===== config.mk =====
export PLATFORM = sky130hd
export DESIGN_NAME = triangle_rect_clip_fan
export DESIGN_NICKNAME = d
export VERILOG_FILES = /design/src/rtl/trc_pkg.sv /design/src/rtl/triangle_rect_clip_fan.sv /design/src/rtl/trc_div.sv /design/src/rtl/trc_lerp.sv
export SDC_FILE = /design/constraint.sdc
export NUM_CORES = 2
export LEC_CHECK = 0
export BUFFER_PORTS_ARGS = -buffer_cell sky130_fd_sc_hd__buf_4
export CORE_UTILIZATION = 35
export CTS_BUF_LIST = sky130_fd_sc_hd__clkbuf_4 sky130_fd_sc_hd__clkbuf_8
export DETAILED_ROUTE_END_ITERATION = 8
export MAX_ROUTING_LAYER = met4
export PLACE_DENSITY_LB_ADDON = 0.3
export SLEW_MARGIN = 10
export SYNTH_ARGS = -nofsm -noshare
export SYNTH_HDL_FRONTEND = slang
export SYNTH_SLANG_ARGS = --single-unit

===== constraint.sdc =====
create_clock -name clk -period 18.3 [get_ports clk]
set_input_delay 2.745 -clock clk [delete_from_list [all_inputs] [get_ports clk]]
set_output_delay 2.745 -clock clk [all_outputs]
set_load 0.05 [all_outputs]

===== src/rtl/trc_pkg.sv =====
// ----------------------------------------------------------------------------
// trc_pkg
// Shared types, constants and helpers for the triangle rectangle clipper.
// ----------------------------------------------------------------------------
`default_nettype none

package trc_pkg;

  localparam int POS_W     = 24;
  localparam int TEX_W     = 16;
  localparam int COL_W     = 32;
  localparam int FLD_W     = POS_W + 1;
  localparam int T_W       = 17;
  localparam int FRAC_T    = 16;
  localparam int NFIELDS   = 8;
  localparam int MAXV      = 7;
  localparam int DATA_W    = 2 * POS_W + 2 * TEX_W + COL_W;

  localparam logic [1:0] REG_LEFT   = 2'd0;
  localparam logic [1:0] REG_TOP    = 2'd1;
  localparam logic [1:0] REG_RIGHT  = 2'd2;
  localparam logic [1:0] REG_BOTTOM = 2'd3;

  localparam logic signed [POS_W-1:0] RST_LEFT   = 24'sd0;
  localparam logic signed [POS_W-1:0] RST_TOP    = 24'sd0;
  localparam logic signed [POS_W-1:0] RST_RIGHT  = 24'sd217088;
  localparam logic signed [POS_W-1:0] RST_BOTTOM = 24'sd131072;

  typedef struct packed {
    logic [COL_W-1:0]        col;
    logic [TEX_W-1:0]        v;
    logic [TEX_W-1:0]        u;
    logic signed [POS_W-1:0] y;
    logic signed [POS_W-1:0] x;
  } vtx_t;

  function automatic logic [COL_W-1:0] byte_rev(input logic [COL_W-1:0] c);
    byte_rev = {c[7:0], c[15:8], c[23:16], c[31:24]};
  endfunction

  function automatic logic signed [FLD_W-1:0] get_field(input vtx_t p,
                                                        input logic [2:0] k);
    logic signed [FLD_W-1:0] f;
    unique case (k)
      3'd0: f = FLD_W'(p.x);
      3'd1: f = FLD_W'(p.y);
      3'd2: f = $signed({9'd0, p.u});
      3'd3: f = $signed({9'd0, p.v});
      3'd4: f = $signed({17'd0, p.col[7:0]});
      3'd5: f = $signed({17'd0, p.col[15:8]});
      3'd6: f = $signed({17'd0, p.col[23:16]});
      default: f = $signed({17'd0, p.col[31:24]});
    endcase
    get_field = f;
  endfunction

  function automatic vtx_t set_field(input vtx_t p, input logic [2:0] k,
                                     input logic [FLD_W-1:0] val);
    vtx_t r;
    r = p;
    unique case (k)
      3'd0: r.x = val[POS_W-1:0];
      3'd1: r.y = val[POS_W-1:0];
      3'd2: r.u = val[TEX_W-1:0];
      3'd3: r.v = val[TEX_W-1:0];
      3'd4: r.col[7:0]   = val[7:0];
      3'd5: r.col[15:8]  = val[7:0];
      3'd6: r.col[23:16] = val[7:0];
      default: r.col[31:24] = val[7:0];
    endcase
    set_field = r;
  endfunction

endpackage

`default_nettype wire


===== src/rtl/triangle_rect_clip_fan.sv =====
// ----------------------------------------------------------------------------
// triangle_rect_clip_fan
// Clips each triangle of a vertex stream to a rectangle and fans it out.
// ----------------------------------------------------------------------------
// Vertices enter one per item; the first two of a triangle are stored and
// the third starts four clip passes (left, right, top, bottom) over a
// two-bank polygon buffer: each polygon edge is fetched, tested and stepped,
// and when the edge crosses the limit it also passes through the serial
// divider and the shared interpolating multiplier. The surviving polygon of
// n vertices leaves as (n-2)*3 items, each held until it is accepted. The
// block takes no vertex while a triangle is in flight. Clip registers are
// written on the cfg channel: 0 left, 1 top, 2 right, 3 bottom, Q15.8.
// ----------------------------------------------------------------------------
`default_nettype none

module triangle_rect_clip_fan (
  input  wire logic                         clk,
  input  wire logic                         rst,
  input  wire logic                         s_tvalid,
  output logic                              s_tready,
  // pos_x, pos_y, tex_u, tex_v, color_in
  input  wire logic [trc_pkg::DATA_W-1:0]   s_tdata,
  output logic                              m_tvalid,
  input  wire logic                         m_tready,
  // out_x, out_y, out_u, out_v, out_color
  output logic      [trc_pkg::DATA_W-1:0]   m_tdata,
  output logic                              m_tlast,
  input  wire logic                         cfg_valid,
  output logic                              cfg_ready,
  input  wire logic [1:0]                   cfg_index,
  input  wire logic [trc_pkg::POS_W-1:0]    cfg_data
);

  typedef enum logic [11:0] {
    S_IDLE = 12'b000000000001,
    S_RDC  = 12'b000000000010,
    S_RDN  = 12'b000000000100,
    S_EVAL = 12'b000000001000,
    S_CHK  = 12'b000000010000,
    S_DIV  = 12'b000000100000,
    S_MIX  = 12'b000001000000,
    S_NEXT = 12'b000010000000,
    S_FAN  = 12'b000100000000,
    S_FRD  = 12'b001000000000,
    S_FLD  = 12'b010000000000,
    S_OUT  = 12'b100000000000
  } state_t;

  state_t state;

  logic signed [trc_pkg::POS_W-1:0] clip_left, clip_top, clip_right, clip_bottom;

  trc_pkg::vtx_t mem [16];
  trc_pkg::vtx_t rdata;
  logic [3:0]    raddr;

  logic [1:0] phase;
  logic [1:0] pass;
  logic       bank;
  logic [2:0] n, cnt, i, fi;
  logic [1:0] slot;
  trc_pkg::vtx_t cur, nxt, in_vtx, mix_r;

  logic signed [trc_pkg::FLD_W-1:0] cv, nv, lim, numd, dend;
  logic                             cin, nin;
  logic                             div_start, div_done, mix_start, mix_done;
  logic [trc_pkg::T_W-1:0]          t;
  logic [2:0]                       nexti;

  assign s_tready  = state == S_IDLE;
  assign cfg_ready = 1'b1;

  assign in_vtx.x   = s_tdata[23:0];
  assign in_vtx.y   = s_tdata[47:24];
  assign in_vtx.u   = s_tdata[63:48];
  assign in_vtx.v   = s_tdata[79:64];
  assign in_vtx.col = trc_pkg::byte_rev(s_tdata[111:80]);

  always_comb begin
    cv  = pass[1] ? trc_pkg::FLD_W'(cur.y) : trc_pkg::FLD_W'(cur.x);
    nv  = pass[1] ? trc_pkg::FLD_W'(nxt.y) : trc_pkg::FLD_W'(nxt.x);
    unique case (pass)
      2'd0: lim = trc_pkg::FLD_W'(clip_left);
      2'd1: lim = trc_pkg::FLD_W'(clip_right);
      2'd2: lim = trc_pkg::FLD_W'(clip_top);
      default: lim = trc_pkg::FLD_W'(clip_bottom);
    endcase
    cin  = pass[0] ? (cv <= lim) : (cv >= lim);
    nin  = pass[0] ? (nv <= lim) : (nv >= lim);
    numd = lim - cv;
    dend = nv - cv;
    if (numd[trc_pkg::FLD_W-1]) numd = -numd;
    if (dend[trc_pkg::FLD_W-1]) dend = -dend;
    nexti = (i + 3'd1 == n) ? 3'd0 : i + 3'd1;
  end

  always_comb begin
    unique case (state)
      S_RDC:   raddr = {bank, i};
      S_RDN:   raddr = {bank, nexti};
      S_FRD: begin
        unique case (slot)
          2'd0:    raddr = {bank, 3'd0};
          2'd1:    raddr = {bank, fi};
          default: raddr = {bank, fi + 3'd1};
        endcase
      end
      default: raddr = {bank, i};
    endcase
  end

  assign div_start = state == S_CHK && cin != nin;

  always_ff @(posedge clk) begin
    rdata <= mem[raddr];
  end

  always_ff @(posedge clk) begin
    if (rst) begin
      clip_left   <= trc_pkg::RST_LEFT;
      clip_top    <= trc_pkg::RST_TOP;
      clip_right  <= trc_pkg::RST_RIGHT;
      clip_bottom <= trc_pkg::RST_BOTTOM;
    end else if (cfg_valid) begin
      unique case (cfg_index)
        trc_pkg::REG_LEFT:   clip_left   <= cfg_data;
        trc_pkg::REG_TOP:    clip_top    <= cfg_data;
        trc_pkg::REG_RIGHT:  clip_right  <= cfg_data;
        trc_pkg::REG_BOTTOM: clip_bottom <= cfg_data;
        default: ;
      endcase
    end
  end

  always_ff @(posedge clk) begin
    if (rst) begin
      state     <= S_IDLE;
      phase     <= '0;
      pass      <= '0;
      bank      <= 1'b0;
      n         <= '0;
      cnt       <= '0;
      i         <= '0;
      fi        <= '0;
      slot      <= '0;
      m_tvalid  <= 1'b0;
      mix_start <= 1'b0;
    end else begin
      mix_start <= 1'b0;
      unique case (state)
        S_IDLE: begin
          if (s_tvalid) begin
            if (phase == 2'd0 || phase == 2'd1) begin
              mem[{1'b0, 1'b0, phase}] <= in_vtx;
              phase <= phase + 2'd1;
            end else begin
              mem[{1'b0, 3'd2}] <= in_vtx;
              phase <= '0;
              pass  <= '0;
              bank  <= 1'b0;
              n     <= 3'd3;
              cnt   <= '0;
              i     <= '0;
              state <= S_RDC;
            end
          end
        end
        S_RDC:  state <= S_RDN;
        S_RDN: begin
          cur   <= rdata;
          state <= S_EVAL;
        end
        S_EVAL: begin
          nxt   <= rdata;
          state <= S_CHK;
        end
        S_CHK: begin
          if (cin && cnt < 3'(trc_pkg::MAXV)) begin
            mem[{~bank, cnt}] <= cur;
            cnt <= cnt + 3'd1;
          end
          state <= (cin != nin) ? S_DIV : S_NEXT;
        end
        S_DIV: begin
          if (div_done) begin
            mix_start <= 1'b1;
            state     <= S_MIX;
          end
        end
        S_MIX: begin
          if (mix_done) begin
            if (cnt < 3'(trc_pkg::MAXV)) begin
              mem[{~bank, cnt}] <= mix_r;
              cnt <= cnt + 3'd1;
            end
            state <= S_NEXT;
          end
        end
        S_NEXT: begin
          if (i + 3'd1 == n) begin
            n    <= cnt;
            cnt  <= '0;
            i    <= '0;
            bank <= ~bank;
            pass <= pass + 2'd1;
            if (cnt == '0) state <= S_IDLE;
            else if (pass == 2'd3) state <= S_FAN;
            else state <= S_RDC;
          end else begin
            i     <= i + 3'd1;
            state <= S_RDC;
          end
        end
        S_FAN: begin
          fi   <= 3'd1;
          slot <= '0;
          state <= (n < 3'd3) ? S_IDLE : S_FRD;
        end
        S_FRD: state <= S_FLD;
        S_FLD: begin
          m_tdata  <= rdata;
          m_tlast  <= slot == 2'd2 && fi + 3'd2 == n;
          m_tvalid <= 1'b1;
          state    <= S_OUT;
        end
        S_OUT: begin
          if (m_tready) begin
            m_tvalid <= 1'b0;
            if (slot == 2'd2) begin
              slot <= '0;
              fi   <= fi + 3'd1;
              state <= (fi + 3'd2 == n) ? S_IDLE : S_FRD;
            end else begin
              slot  <= slot + 2'd1;
              state <= S_FRD;
            end
          end
        end
        default: state <= S_IDLE;
      endcase
    end
  end

  trc_div u_div (
    .clk   (clk),
    .rst   (rst),
    .start (div_start),
    .num   (numd),
    .den   (dend),
    .t     (t),
    .done  (div_done)
  );

  trc_lerp u_lerp (
    .clk   (clk),
    .rst   (rst),
    .start (mix_start),
    .a     (cur),
    .b     (nxt),
    .t     (t),
    .r     (mix_r),
    .done  (mix_done)
  );

endmodule

`default_nettype wire


===== src/rtl/trc_div.sv =====
// ----------------------------------------------------------------------------
// trc_div
// Serial restoring divider for the crossing factor, one quotient bit a cycle.
// ----------------------------------------------------------------------------
`default_nettype none

module trc_div (
  input  wire logic                      clk,
  input  wire logic                      rst,
  input  wire logic                      start,
  input  wire logic [trc_pkg::FLD_W-1:0] num,
  input  wire logic [trc_pkg::FLD_W-1:0] den,
  output logic      [trc_pkg::T_W-1:0]   t,
  output logic                           done
);

  localparam logic [trc_pkg::T_W-1:0] T_W_ONE = 1 << trc_pkg::FRAC_T;

  logic                      busy;
  logic [4:0]                cnt;
  logic [trc_pkg::FLD_W-1:0] rem;
  logic [trc_pkg::FLD_W-1:0] dv;
  logic [trc_pkg::FLD_W:0]   rem2;
  logic                      ge;

  assign rem2 = {rem, 1'b0};
  assign ge   = rem2 >= {1'b0, dv};

  always_ff @(posedge clk) begin
    if (rst) begin
      busy <= 1'b0;
      done <= 1'b0;
      cnt  <= '0;
    end else begin
      done <= 1'b0;
      if (start) begin
        dv  <= den;
        rem <= num;
        if (den == '0) begin
          t    <= '0;
          done <= 1'b1;
        end else if (num >= den) begin
          t    <= T_W_ONE;
          done <= 1'b1;
        end else begin
          t    <= '0;
          busy <= 1'b1;
          cnt  <= 5'(trc_pkg::FRAC_T);
        end
      end else if (busy) begin
        rem <= ge ? trc_pkg::FLD_W'(rem2 - {1'b0, dv}) : rem2[trc_pkg::FLD_W-1:0];
        t   <= {t[trc_pkg::T_W-2:0], ge};
        cnt <= cnt - 5'd1;
        if (cnt == 5'd1) begin
          busy <= 1'b0;
          done <= 1'b1;
        end
      end
    end
  end

endmodule

`default_nettype wire


===== src/rtl/trc_lerp.sv =====
// ----------------------------------------------------------------------------
// trc_lerp
// Vertex interpolator: one shared multiplier walks the eight fields in turn.
// ----------------------------------------------------------------------------
`default_nettype none

module trc_lerp (
  input  wire logic                    clk,
  input  wire logic                    rst,
  input  wire logic                    start,
  input  wire trc_pkg::vtx_t           a,
  input  wire trc_pkg::vtx_t           b,
  input  wire logic [trc_pkg::T_W-1:0] t,
  output trc_pkg::vtx_t                r,
  output logic                         done
);

  logic                             busy;
  logic                             ph;
  logic [2:0]                       k;
  logic signed [trc_pkg::FLD_W-1:0] fa;
  logic signed [trc_pkg::FLD_W-1:0] fb;
  logic signed [trc_pkg::FLD_W:0]   d;
  logic signed [trc_pkg::FLD_W+trc_pkg::T_W+1:0] prod;
  logic signed [trc_pkg::FLD_W+trc_pkg::T_W+1:0] q;
  logic [trc_pkg::FLD_W-1:0]        res;

  assign fa  = trc_pkg::get_field(a, k);
  assign fb  = trc_pkg::get_field(b, k);
  assign d   = (trc_pkg::FLD_W+1)'(fb) - (trc_pkg::FLD_W+1)'(fa);
  assign q   = prod >>> trc_pkg::FRAC_T;
  assign res = trc_pkg::FLD_W'(fa + q[trc_pkg::FLD_W-1:0]);

  always_ff @(posedge clk) begin
    if (rst) begin
      busy <= 1'b0;
      done <= 1'b0;
      ph   <= 1'b0;
      k    <= '0;
    end else begin
      done <= 1'b0;
      if (start) begin
        busy <= 1'b1;
        ph   <= 1'b0;
        k    <= '0;
        r    <= a;
      end else if (busy) begin
        if (!ph) begin
          prod <= $signed({1'b0, t}) * d;
          ph   <= 1'b1;
        end else begin
          r  <= trc_pkg::set_field(r, k, res);
          ph <= 1'b0;
          k  <= k + 3'd1;
          if (k == 3'(trc_pkg::NFIELDS - 1)) begin
            busy <= 1'b0;
            done <= 1'b1;
          end
        end
      end
    end
  end

endmodule

`default_nettype wire

=== Word-level counts from Yosys, hierarchy flattened ===
Memory sizes are Yosys's and may differ from the RTL's. A register that Yosys moved wholly into a read port is not among the register bits.
Index checks and enable logic that the tools add are counted.
W data, S select, Z words.

* $add $sub $neg: 16
* Multiply operators: 1
* Magnitude comparators: 8
* Equality and inequality tests: 44
* Mux-type cells: 119
* Bitwise gates (word level): 7
* Reduce and logical (&&, ||, !) cells: 60

{| class="wikitable"
|+ Operators by type and width
! cell !! number
|-
| $mux W112 || 6
|-
| $pmux W25 S7 || 2
|-
| $reduce_or A112 Y1 || 2
|-
| $mux W25 || 7
|-
| $pmux W12 S12 || 1
|-
| $ge A25 B25 Y1 || 3
|-
| $pmux W25 S3 || 1
|-
| $sub A25 B25 Y25 || 3
|-
| $mux W12 || 6
|-
| $mux W17 || 4
|-
| $le A25 B25 Y1 || 2
|-
| $neg A25 Y25 || 2
|-
| $mux W24 || 2
|-
| $mux W1 || 44
|-
| $mul A18 B26 Y40 || 1
|-
| $mux W8 || 5
|-
| $reduce_and A4 Y1 || 10
|-
| $mux W3 || 12
|-
| $mux W16 || 2
|-
| $mux W10 || 3
|-
| $pmux W3 S2 || 5
|-
| $reduce_and A2 Y1 || 14
|-
| $ge A26 B25 Y1 || 1
|-
| $reduce_bool A2 Y1 || 13
|-
| 51 further kinds || 104
|}

* Register bits after elaboration: 698
* Bits in writable memories: 1792
* Word-level logic and storage cells: 302
* Memories: 1

{| class="wikitable"
|+ Memories
! name !! depth !! width !! rd ports !! clocked after Yosys merged registers in !! wr ports !! RTL line !! source
|-
| mem || 16 || 112 || 1 || 1 || 1 || triangle_rect_clip_fan.sv:53 || <nowiki>trc_pkg::vtx_t mem [16];</nowiki>
|}

=== Longest topological paths before layout ===
* Word-level depth: 12
* Gate-level depth with buffers: 47
* Mapped depth without buffers: 44

=== Hierarchy ===
A second synthesis with hierarchy kept.

* Cell total of the unflattened synthesis: 7855
* Area total of the unflattened synthesis: 121265.1 um2

{| class="wikitable"
|+ By module, submodules not included
! module !! times used !! cells an instance !! area an instance (um2) !! seq. area each (um2)
|-
| triangle_rect_clip_fan || 1 || 4781 || 92717.7 || 68755.9
|-
| trc_lerp || 1 || 2571 || 23532.6 || 4204.0
|-
| trc_div || 1 || 503 || 5014.8 || 2152.1
|}

=== Least setup slack after synthesis ===
Ideal clock, no wire load.

* Kind: register -> register
* From: register pass[1]
* To: memory mem[4][0] in the netlist's numbering (enable)
* Data arrival time: 12.277 ns
* Path slack: 5.303 ns
* Stages on the path, launching flop included: 23
* Path buffers: 5
* Path through: dfxtp_1 > clkbuf_1 > buf_1 > inv_1 > ha_1 > clkbuf_1 > a22oi_1 > nand2_1 > mux2_2 > ha_1 > clkbuf_1 > nand4_1 > nor4_1 > o211ai_1 > nand3_1 > a41oi_1 > o21ai_1 > mux2i_1 > a211oi_2 > o21ai_1 > clkbuf_1 > nand3_1 > nor3_1

* Word-level cells in the longest chain between the ends: 12
* Elaborated cells on any way between the ends: 17
* Classes of those cells: order compare (2); eq/ne (2); mux (9); bitwise (1); reduce/logical (3)

{| class="wikitable"
|+ RTL lines
! what !! RTL line !! source
|-
| start: declaration || triangle_rect_clip_fan.sv:58 || <nowiki>logic [1:0] pass;</nowiki>
|-
| start signal: assignment || triangle_rect_clip_fan.sv:205 || <nowiki>pass <= pass + 2'd1;</nowiki>
|-
| $eq A2 B2 Y1, or another cell as far along || triangle_rect_clip_fan.sv:82 || <nowiki>unique case (pass)</nowiki>
|-
| $pmux W25 S3 || triangle_rect_clip_fan.sv:82 ||
|-
| $ge A25 B25 Y1 / $le A25 B25 Y1 (equally long branches) || triangle_rect_clip_fan.sv:88 || <nowiki>cin = pass[0] ? (cv <= lim) : (cv >= lim);</nowiki>
|-
| $mux W1 (*) || triangle_rect_clip_fan.sv:88 ||
|-
| $logic_and A1 B1 Y1 (*) || triangle_rect_clip_fan.sv:178 || <nowiki>if (cin && cnt < 3'(trc_pkg::MAXV)) begin</nowiki>
|-
| $mux W1 (*) || triangle_rect_clip_fan.sv:178 ||
|-
| $mux W1 (*) || triangle_rect_clip_fan.sv:150 || <nowiki>unique case (state)</nowiki>
|-
| $mux W1 (*) || triangle_rect_clip_fan.sv:136 || <nowiki>if (rst) begin</nowiki>
|-
| $mux W1 (not written as such) (*) || triangle_rect_clip_fan.sv:179 || <nowiki>mem[{~bank, cnt}] <= cur;</nowiki>
|-
| $or A1 B1 Y1 (no line) (*) || - ||
|-
| $reduce_or A112 Y1 (no line) || - ||
|-
| $mux W4 (no line) / $mux W1 (equally long branches) || - ||
|-
| end: declaration || triangle_rect_clip_fan.sv:53 ||
|}

Every way passes the cells marked *; elsewhere a longest branch is shown, timed or not.

=== Final worst setup path ===
* From: register u_lerp.k[0]
* To: register u_lerp.prod[39] in the netlist's numbering, data pin

* Word-level cells in the longest chain between the ends: 4
* Elaborated cells on any way between the ends: 11
* Classes of those cells: add/sub (1); mul (1); eq/ne (6); mux (2); reduce/logical (1)

{| class="wikitable"
|+ RTL lines
! what !! RTL line !! source
|-
| start: declaration || trc_lerp.sv:20 || <nowiki>logic [2:0] k;</nowiki>
|-
| start signal: assignment || trc_lerp.sv:54 || <nowiki>k <= k + 3'd1;</nowiki>
|-
| $eq A3 B3 Y1, or another cell as far along || trc_pkg.sv:44 || <nowiki>unique case (k)</nowiki>
|-
| $pmux W25 S7 || trc_pkg.sv:44 ||
|-
| $sub A25 B25 Y26 (*) || trc_lerp.sv:30 || <nowiki>assign d = (trc_pkg::FLD_W+1)'(fb) - (trc_pkg::FLD_W+1)'(fa);</nowiki>
|-
| $mul A18 B26 Y40 (*) || trc_lerp.sv:49 || <nowiki>prod <= $signed({1'b0, t}) * d;</nowiki>
|-
| end signal: assignment || trc_lerp.sv:49 ||
|-
| end: declaration || trc_lerp.sv:24 || <nowiki>logic signed [trc_pkg::FLD_W+trc_pkg::T_W+1:0] prod;</nowiki>
|}

Marks and branches as above.
A chain may end at the register's enable or synchronous reset.

==> results.py <==
metrics = {
    "timing": {
        "maxSlewHeadroom": 0.1399,
        "rsz0062_at_grt": "false",
        "tightestPinTransition_ps": 1290,
        "skew_ps": 114.3,
        "maxSlewViolCount": 0,
        "timing.final.crit_period_ps": 13000,
        "fin_ws_ps": 5300,
        "hold_viol": 0,
        "period_share": 0.7104,
        "fmax_mhz": 76.92,
        "setup_tns_ps": 0,
        "setup_viol": 0,
    },
    "power_and_ir_drop": {
        "power.internal_mw": 9.572,
        "power_frac_seq": 0.535,
        "p_leak_nw": 51.43,
        "p_sw_mw": 2.743,
        "pwr-share-clk": 0.429,
        "sw_frac_of_total": 0.2227,
        "p_per_area_nw_per_um2": 86.95,
        "power_mw": 12.31,
        "combPwrFrac": 0.036,
        "irDropWorstVdd_mv": 0.06547,
    },
    "cells_and_area": {
        "drive_above_1_share": 0.1314,
        "fin_cells": 15555,
        "n_fill_cell": 33110,
        "postLayoutCellArea_sq_um": 141600,
        "area_growth_pct": 13.87,
        "final_nets": 11267,
    },
    "placement": {
        "dpl.cell_count": 14739,
        "dpl_cell_area_sq_um": 132500,
        "place.gp.congestion": 0.9430,
        "hpwl_um": 242200,
        "pre_cts_ws_ps": 5343,
        "numPortBuffers": 257,
    },
    "synthesis": {
        "async_flop_share": 0,
        "synth_xor_area_frac": 0.01232,
        "synth.distinct_cells": 94,
        "ys_warn_count": 0,
        "synth_top_area_cell": "edfxtp_1",
        "syn_avg_cell_area_sq_um": 12.50,
        "synth_ff_type": "edfxtp_1",
        "synth_edf_count": 2332,
        "synth_top_family_by_area": "simple AND/OR/NAND/NOR gates",
        "synth.cells.most_frequent": "edfxtp_1 (2332), nand2_1 (1654), and2_1 (680), inv_1 (647), clkbuf_1 (507)",
        "synth_compound_area_frac": 0.09861,
        "synthCells": 9948,
        "synth_top_cell_area_share": 0.5630,
        "synthTopCellsByArea": "edfxtp_1 (56%), fa_1 (6.5%), nand2_1 (5.0%)",
        "syn_area_sq_um": 124400,
        "yosys.cell_count.top_type": "edfxtp_1",
        "synth.area.mux_share": 0.03864,
        "synthAdderAreaFrac": 0.09366,
        "synthSimpleGateAreaFrac": 0.1156,
        "yosys_register_bits": 2586,
        "seq_area_frac_synth": 0.6039,
    },
    "global_routing": {
        "grt_pass1_wl_um": 555100,
        "track_usage": 0.2167,
        "grt_overflow": 0,
        "grt_start_max_net_pins": 204,
        "antenna_found_initial": 29,
        "grt_pass1_vias": 80627,
    },
    "worst_setup_path": {
        "path_class": "reg -> reg",
        "critical_path_peak_fanout": 33,
        "cp-start-kind": "flop",
        "cp-startpoint": "u_lerp.k[0]",
        "worstPathArrival_ps": 13810,
        "rr_startpoint": "u_lerp.k[0]",
        "cp_common_cell": "fa_1",
        "cpMaxStageDelayCell": "or4_1",
        "cp_slowest_stage_delay_ps": 1000,
        "end_kind": "flop",
        "critPathRequiredTime_ps": 19110,
    },
    "cts": {
        "cts_resized": 0,
        "root_buffer": "clkbuf_8",
        "cts_max_path_buffers": 4,
        "clk_pin_slew_ps": 70,
        "clkSinkCount": 2586,
        "numCtsBuffers": 424,
        "cts_hold_buf": 0,
        "post_cts_buffers": 0,
        "clk_latency_ps": 1140,
        "htree_levels": 5,
        "cts_tree": "built",
    },
    "route": {
        "drt_pass1_iterations": 7,
        "drtAntennaViolNets": 0,
        "drc": 0,
        "drt-initial-drc-count": 8231,
        "routedWlPerCell_um": 24.70,
        "num_vias": 82533,
        "viasPerCell": 5.306,
        "routed_wl_um": 384200,
    },
    "min_path": {
        "min-delay-path-class": "reg -> reg",
        "min_from": "clip_bottom[8]",
    },
    "floorplan": {
        "die_x_um": 598.1,
        "fp.coreArea_sq_um": 353200,
        "io_pins": 259,
        "dieArea_sq_um": 357700,
        "start_util": 0.3521,
        "rows": 218,
        "die_y_um": 598.1,
    },
    "job": {
        "drv_cap": 0,
    },
    "run_status": {
        "outcome": "complete, no violations",
    },
}
-- state kept, by name, summed over array words and instances, names as in the netlist, 12 cells and up --
| signal | flops |
|---|---|
| nxt | 112 |
| clip_top | 24 |
| mem | 1792 |
| clip_right | 24 |
| state | 12 |
| clip_left | 24 |
| u_lerp.r | 112 |
| m_tdata | 112 |
| u_div.rem | 25 |
| u_div.dv | 25 |
| rdata | 112 |
| clip_bottom | 24 |
| u_lerp.prod | 24 |
| cur | 112 |
| u_div.t | 17 |
-- kinds of logic after synthesis --
family          after synthesis
buf+inv                    1222
other cells                   2
mux                         332
compound gates             1833
xor+xnor                    175
simple gates               3110
fa+ha+maj                   688
flops                      2586
-- cell type report --
| class | instances | area (sq um) | share of cell area |
|---|---|---|---|
| clock inverter | 128 | 894.6 | 0.006317 |
| antenna | 22 | 55.05 | 0.0003887 |
| tap | 4730 | 5918 | 0.04179 |
| inverter | 650 | 2440 | 0.01723 |
| multi-input combinational | 6363 | 45800 | 0.3234 |
| clock buffer | 665 | 8114 | 0.05729 |
| timing repair buffer | 411 | 3286 | 0.02320 |
| sequential | 2586 | 75120 | 0.5304 |
-- stage by stage --
step	hold slack [ps]	util
after floorplan	421.0	-
after global placement	439.5	0.3752
after detailed placement	447.3	0.3752
after CTS	455.5	0.4007
after global routing	472.2	0.4009
final	454.3	0.4010
-- critical path, delay by kind of cell (launching register included) --
kind            cells  cell delay [ps]
flops               1              350
buf+inv             6              490
compound gates     18             5570
simple gates        3             1320
fa+ha+maj          11             4460
xor+xnor            4              520
-- power groups by stage --
stage                     registers (mW)  logic [mW]  clock network, mW
after global routing                6.59       0.491               5.63
after global placement              6.71       0.430                  0
after floorplan                     6.67       0.276                  0
after CTS                           6.59       0.443               5.38
final                               6.59       0.446               5.28
after detailed placement            6.71       0.439                  0
-- cell usage in the layout, fill, tap and decap left out, drive strengths merged, types with 60 or more instances in the layout --
cell type  Yosys  routed
buf           65     411
clkbuf       507     665
mux4         112     112
nor2         362     362
ha           283     283
mux2i        155     155
a22oi         62      62
and2         688     688
nand2       1654    1654
dfxtp        254     254
mux2          65      65
nor3          79      79
conb           2     225
fa           405     405
xnor2        115     115
a31oi        468     468
xor2          60      60
o21ai         97      97
a211oi       476     476
a21oi        401     401
a21o          74      74
inv          650     666
clkinv         0      96
edfxtp      2332    2332
-- metal layers --
layer	routed length, um	track usage
met2	178600	0.3375
met4	14100	0.07423
met3	29710	0.03638
met1	161700	0.2866
met5	0	-
-- final timing paths --
check                     to  cells past startpoint  slack, ps
max          u_lerp.prod[39]                     42       5300
min           clip_bottom[8]                      2        450
max reg2reg  u_lerp.prod[39]                     42       5300
min reg2reg   clip_bottom[8]                      2        450
Note: power is estimated with default switching activity, not from simulation.
